## src/hw/rtl/bpc_pkg.sv

```systemverilog
// ----------------------------------------------------------------------------
// bpc_pkg
// shared types, constants and helpers for the pressure compensation pipeline
// ----------------------------------------------------------------------------
package bpc_pkg;

  localparam int unsigned WORD_W = 32;

  typedef logic [WORD_W-1:0] word_t;
  typedef logic [15:0]       half_t;

  // configuration register indexes
  localparam logic [2:0] REG_OVERSAMPLING = 3'd0;
  localparam logic [2:0] REG_COEF_GROUP_A = 3'd1;
  localparam logic [2:0] REG_COEF_GROUP_B = 3'd2;
  localparam logic [2:0] REG_COEF_B_PAIR  = 3'd3;
  localparam logic [2:0] REG_COEF_M_PAIR  = 3'd4;

  localparam int unsigned CFG_IDX_W  = 3;
  localparam int unsigned CFG_DATA_W = 48;

  // compensation constants
  localparam word_t K_B6_OFS = 32'd4000;
  localparam word_t K_QUAD   = 32'd3038;
  localparam word_t K_LIN    = 32'hFFFF_E343;  // -7357
  localparam word_t K_CONST  = 32'd3791;
  localparam word_t K_B7     = 32'd50000;
  localparam word_t K_B4_OFS = 32'd32768;
  localparam word_t K_MMHG   = 32'd760;
  localparam word_t K_ATM    = 32'd101325;

  // reciprocal of 101325 scaled by 2^48, fits in 32 bits
  localparam logic [63:0] RECIP_FULL = (64'd1 << 48) / 64'd101325;
  localparam word_t       RECIP_ATM  = RECIP_FULL[31:0];

  function automatic word_t sx16(input half_t v);
    return {{16{v[15]}}, v};
  endfunction

  function automatic word_t zx16(input half_t v);
    return {16'h0000, v};
  endfunction

  // signed divide by 2^k, truncating toward zero, on a wrapped word
  function automatic word_t sdiv_p2(input word_t x, input int unsigned k);
    word_t mag;
    mag = x[WORD_W-1] ? (~x + 32'd1) : x;
    mag = mag >> k;
    return x[WORD_W-1] ? (~mag + 32'd1) : mag;
  endfunction

endpackage

```

## src/hw/rtl/bpc_div.sv

```systemverilog
// ----------------------------------------------------------------------------
// bpc_div
// pipelined unsigned 32/32 restoring divider, one quotient bit per stage
// ----------------------------------------------------------------------------
module bpc_div #(
  parameter int unsigned PW = 1
) (
  input  logic                 clk,
  input  logic                 rst,
  input  logic                 en,
  input  logic                 in_valid,
  input  bpc_pkg::word_t       num,
  input  bpc_pkg::word_t       den,
  input  logic [PW-1:0]        side_in,
  output logic                 out_valid,
  output bpc_pkg::word_t       quo,
  output logic [PW-1:0]        side_out
);
  import bpc_pkg::*;

  localparam int unsigned N = WORD_W;

  word_t         rem  [1:N];
  word_t         nq   [1:N];  // numerator bits out at the top, quotient bits in
  word_t         dv   [1:N];
  logic [PW-1:0] side [1:N];
  logic          vld  [1:N];

  for (genvar i = 1; i <= N; i++) begin : g_stage
    word_t         rem_in;
    word_t         nq_in;
    word_t         dv_in;
    logic [PW-1:0] side_prev;
    logic          vld_in;
    logic [N:0]    trial;
    logic          ge;

    if (i == 1) begin : g_first
      assign rem_in    = '0;
      assign nq_in     = num;
      assign dv_in     = den;
      assign side_prev = side_in;
      assign vld_in    = in_valid;
    end else begin : g_rest
      assign rem_in    = rem[i-1];
      assign nq_in     = nq[i-1];
      assign dv_in     = dv[i-1];
      assign side_prev = side[i-1];
      assign vld_in    = vld[i-1];
    end

    assign trial = {rem_in, nq_in[N-1]};
    assign ge    = trial >= {1'b0, dv_in};

    always_ff @(posedge clk) begin
      if (rst) begin
        vld[i] <= 1'b0;
      end else if (en) begin
        vld[i] <= vld_in;
      end
    end

    always_ff @(posedge clk) begin
      if (en) begin
        rem[i]  <= ge ? N'(trial - {1'b0, dv_in}) : trial[N-1:0];
        nq[i]   <= {nq_in[N-2:0], ge};
        dv[i]   <= dv_in;
        side[i] <= side_prev;
      end
    end
  end

  assign out_valid = vld[N];
  assign quo       = nq[N];
  assign side_out  = side[N];

endmodule
```

## config.mk

```make
export PLATFORM = sky130hd
export DESIGN_NAME = bpc_div
export DESIGN_NICKNAME = d
export VERILOG_FILES = /design/src/hw/rtl/bpc_pkg.sv /design/src/hw/rtl/bpc_div.sv
export SDC_FILE = /design/constraint.sdc
export NUM_CORES = 2
export LEC_CHECK = 0
export BUFFER_PORTS_ARGS = -buffer_cell sky130_fd_sc_hd__buf_4
export CAP_MARGIN = 15
export CORE_MARGIN = 2
export CORE_UTILIZATION = 45
export CTS_CLUSTER_SIZE = 20
export DETAILED_ROUTE_END_ITERATION = 7
export GPL_TIMING_DRIVEN = 0
export PLACE_DENSITY_LB_ADDON = 0.25
export SYNTH_ARGS = -nofsm -noshare
export SYNTH_HDL_FRONTEND = slang
export SYNTH_SLANG_ARGS = --single-unit
export TNS_END_PERCENT = 100
```

## constraint.sdc

```tcl
create_clock -name clk -period 10.4 [get_ports clk]
set_clock_uncertainty 0.2 [all_clocks]
set_input_delay 2.08 -clock clk [delete_from_list [all_inputs] [get_ports clk]]
set_output_delay 2.08 -clock clk [all_outputs]
set_load 0.01 [all_outputs]
```

* Word level (Yosys, flattened, before mapping)
Memory sizes are Yosys's and may differ from the RTL's.
Index checks and enable logic that the tools add are counted.
** Operators by class
- Add/sub/neg operators :: 32
- Order comparisons :: 32
- Multiplexer cells :: 70
- Bitwise operators :: 32
** Operator list (count)
- 32-bit 2-to-1 mux :: 32
- 33-bit by 32-bit greater-or-equal comparator with 1-bit output :: 31
- 32-bit subtractor :: 31
- 1-bit 2-to-1 mux :: 38
- 1-bit by 32-bit greater-or-equal comparator with 1-bit output :: 1
- 1-bit bitwise OR :: 32
- 1-bit by 32-bit subtractor with 32-bit output :: 1
** Word-level totals
- Flip-flop bits (word level) :: 0
- Bits in writable memories :: 3136
- Bits of input ports :: 69
- Logic and storage cells :: 171
- Memories :: 5
** Memory list
- dv :: depth 32, width 32, read ports 31, clocked after Yosys merged registers in 0, write ports 32, line bpc_div.sv:25 : word_t dv [1:N];
- nq :: depth 32, width 32, read ports 32, clocked after Yosys merged registers in 0, write ports 32, line bpc_div.sv:24 : word_t nq [1:N];
- rem :: depth 32, width 32, read ports 31, clocked after Yosys merged registers in 0, write ports 32, line bpc_div.sv:23 : word_t rem [1:N];
- side :: depth 32, width 1, read ports 32, clocked after Yosys merged registers in 0, write ports 32, line bpc_div.sv:26 : logic [PW-1:0] side [1:N];
- vld :: depth 32, width 1, read ports 32, clocked after Yosys merged registers in 0, write ports 32, line bpc_div.sv:27 : logic vld [1:N];

* Depth between registers and ports, before layout
- Word-level depth :: 4
- Depth in mapped cells :: 16
- Depth with buffers taken out :: 14

* Worst setup path after synthesis
OpenSTA, ideal clock, no wires.
- Kind :: input-to-reg
- Start point :: input port den[29]
- End point :: register rem[0][32] (netlist name)
- Setup time :: 267 ps
- Data arrival time :: 3804 ps
- Slack :: 6129 ps
- Stages on the path :: 6
- Path through :: nor4_1 nand4_1 nor3_1 nor3b_1 clkbuf_1 mux2i_1
** RTL lines
- from (decl) :: line bpc_div.sv:13 : input bpc_pkg::word_t den,

==> metrics.yaml <==
finalCritPeriodShare: 0.625
whs_ns: 0.197
synth.area.mux_share: 0.0289
remaining_drc_errors: 0
final_cells: 17952
critPathBufInv: 6
drt_first_pass_iters: 7
max_slew_margin: 0.188
rsz0062_at_grt: "no"
synth-compound-area-share: 0.131
post-place-cells: 17318
ys.flop_type: "edfxtp_1"
cp_common_cell: "buf_16"
async_flop_share: 0
drive_gt1_frac: 0.0834
grt_util_all_layers: 0.197
cp_top_family: "buffers and inverters"
synthCells: 12640
synth_xor_area_frac: 0.0455
clock-sinks: 3072
syn_to_final_growth_pct: 11.7
synth_top_family_by_area: "compound AO/OA/AOI/OAI gates"
cts.clk_slew.worst_paths_ns: 0.06
wirelength_um: 352000
ctsRootBufferMaster: "clkbuf_16"
cts_inserted_buffers: 346
seqCellArea_um2: 92200
worst_slew_pin_slew_ns: 1.21
htree_num_levels: 5
syn_area_per_cell_um2: 12.3
dpl_cell_area_um2: 162000
leakagePower_nw: 68.9
grt_pass1_vias: 92459
multi_input_area_um2: 57000
ioPinCount: 103
critPathMaxFanout: 178
slew_viol_final: 0
vias: 97519
hp-class: "reg -> reg"
grt_first_pass_wirelength_um: 541000
critPathSlowestCell: "or2_2"
synth_nets: 13733
cp-end-kind: "register"
netlist_top_cells_area: "edfxtp_1, ha_1, inv_1"
outcome: "finished, final reports clean"
post_cts_resized: 0
ir_worst_vdd_uv: 154
finalSetupViolations: 0
clk_latency_ns: 0.93
fmax_ghz: 0.154
wire_per_inst_um: 19.6
yosysWarnings: 0
synth_top_area_share: 0.595
nets: 14204
fin_total_pwr_w: 0.0543
synth_top_cell_by_area: "edfxtp_1"
port_buffers: 102
overflow: 0
cpPeakStageDelay_ns: 0.73
ys_types: 96
cp-start-kind: "input pin"
post-cts-setup-buffers: 0
chipWidth_um: 591
path_cells: "buf_16, buf_16, buf_16, buf_16, buf_16, buf_16, or2_2"
r2r_slack_ns: 4.15
ys_ff_latch: 3072
core_um2: 343000
die_y_um: 591
fill_cells: 30086
antenna_found_initial: 7
critical_path_class: "in -> reg"
core.rowCount: 215
setup_tns_ns: 0
grt_max_degree: 189
drtIter0Drc: 8989
fin_crit_ns: 6.50
dieArea_um2: 350000
finalHoldViolations: 0
synth-edff-count: 3072
final_antenna_net_count: 0
worst-endpoint-arrival_ns: 6.83
cts_tree: "built"
cts_buffer_depth: 4
cp.required_ns: 10.73
maxCapViolations: 0
power_density_nw_per_um2: 313
synthAdderAreaFrac: 0.0840
gp_congestion: 0.928
synth_simple_gate_area_frac: 0.0779
syn_area_um2: 155000
final_cell_area_um2: 173000
cts_hold_buf: 0
seq_area_frac_synth: 0.595
floorplan.initialDensity: 0.452
vias_per_cell: 5.43
dp_hpwl_um: 259000
==> placed cells by master (no fill, tap or decap), drive strengths merged, types with 79 or more instances in the layout <==
cell type and instances:
nor3 147, buf 172, o21ai 839, nand2b 132, nand4 152, nor2b 137, o21a 138, a21o 520
a21oi 926, xor2 342, xnor2 464, and2 79, nand2 876, clkinv 156, clkbuf 639, mux2 354
inv 1291, ha 994, edfxtp 3072, o21bai 125, nor2 583, nand3 205, a31oi 100, a211oi 81
==> path summary, 6_finish.rpt <==
kind / startpoint / to / cells after the start
min reg2reg: nq[8][33] / nq[9][2] / 0
max reg2reg: dv[0][874] / rem[0][917] / 13
max: en / vld[0][7] / 7
min: nq[8][33] / nq[9][2] / 0
==> Yosys cell counts (all sizes together) (23+ instances only) <==
cell type / count
edfxtp: 3072
inv: 1275
ha: 994
a21oi: 926
nand2: 876
o21ai: 839
nor2: 583
a21o: 520
xnor2: 464
mux2: 354
xor2: 342
clkbuf: 235
nand3: 205
nand4: 152
nor3: 147
o21a: 138
nor2b: 137
nand2b: 132
o21bai: 125
a31oi: 100
a211oi: 81
and2: 79
and3: 70
o31ai: 65
a21boi: 57
buf: 50
o211ai: 50
mux2i: 42
nor4: 36
or3: 33
a211o: 31
a31o: 30
fa: 30
o31a: 30
or2: 24
a221oi: 23
==> power breakdown <==
part | total [W] | switching, W | internal, W
Sequential | 0.0194 | 0.00170 | 0.0177
Clock | 0.0121 | 0.00502 | 0.00708
Combinational | 0.0227 | 0.0133 | 0.00948
Total | 0.0543 | 0.0200 | 0.0343
==> state kept, by name (all words and copies together) (netlist names) <==
| name | count |
|---|---|
| nq | 1024 |
| rem | 992 |
| side | 32 |
| vld | 32 |
| dv | 992 |
==> layout make-up <==
class | instances | area share
antenna | 7 | 0.000101
buffer | 285 | 0.00675
clock buffer | 403 | 0.0519
clock inverter | 222 | 0.0127
inverter | 1275 | 0.0276
multi-input combinational | 8008 | 0.329
sequential | 3072 | 0.532
tap | 4557 | 0.0329
timing repair buffer | 123 | 0.00751
==> logic make-up (layout without fill, tap and decap cells) <==
| group | count (synthesis) | after routing |
|---|---|---|
| DFF | 3072 | 3072 |
| adders and majority gates | 1024 | 1024 |
| muxes | 396 | 396 |
| buffers and inverters | 1560 | 2308 |
| other | 0 | 7 |
| AOI/OAI and AO/OA | 3223 | 3223 |
| and+or+nand+nor | 2559 | 2559 |
| xor gates and xnor gates | 806 | 806 |
==> metal layers <==
metal | track usage | share of wire | vias to the layer above
li1 | - | - | 47623
met1 | 0.295 | 0.48 | 47112
met2 | 0.304 | 0.44 | 2348
met3 | 0.0307 | 0.060 | 434
met4 | 0.0418 | 0.020 | 2
met5 | 0 | 0.000054 | -
==> stage by stage <==
step            util  setup slack [ns]
2_1_floorplan      -              6.13
3_3_place_gp   0.471            -23.43
3_5_place_dp   0.473              2.95
4_1_cts        0.505              3.99
5_1_grt        0.505              3.52
6_report       0.506              3.90
Note: power is estimated with default switching activity, not from simulation.
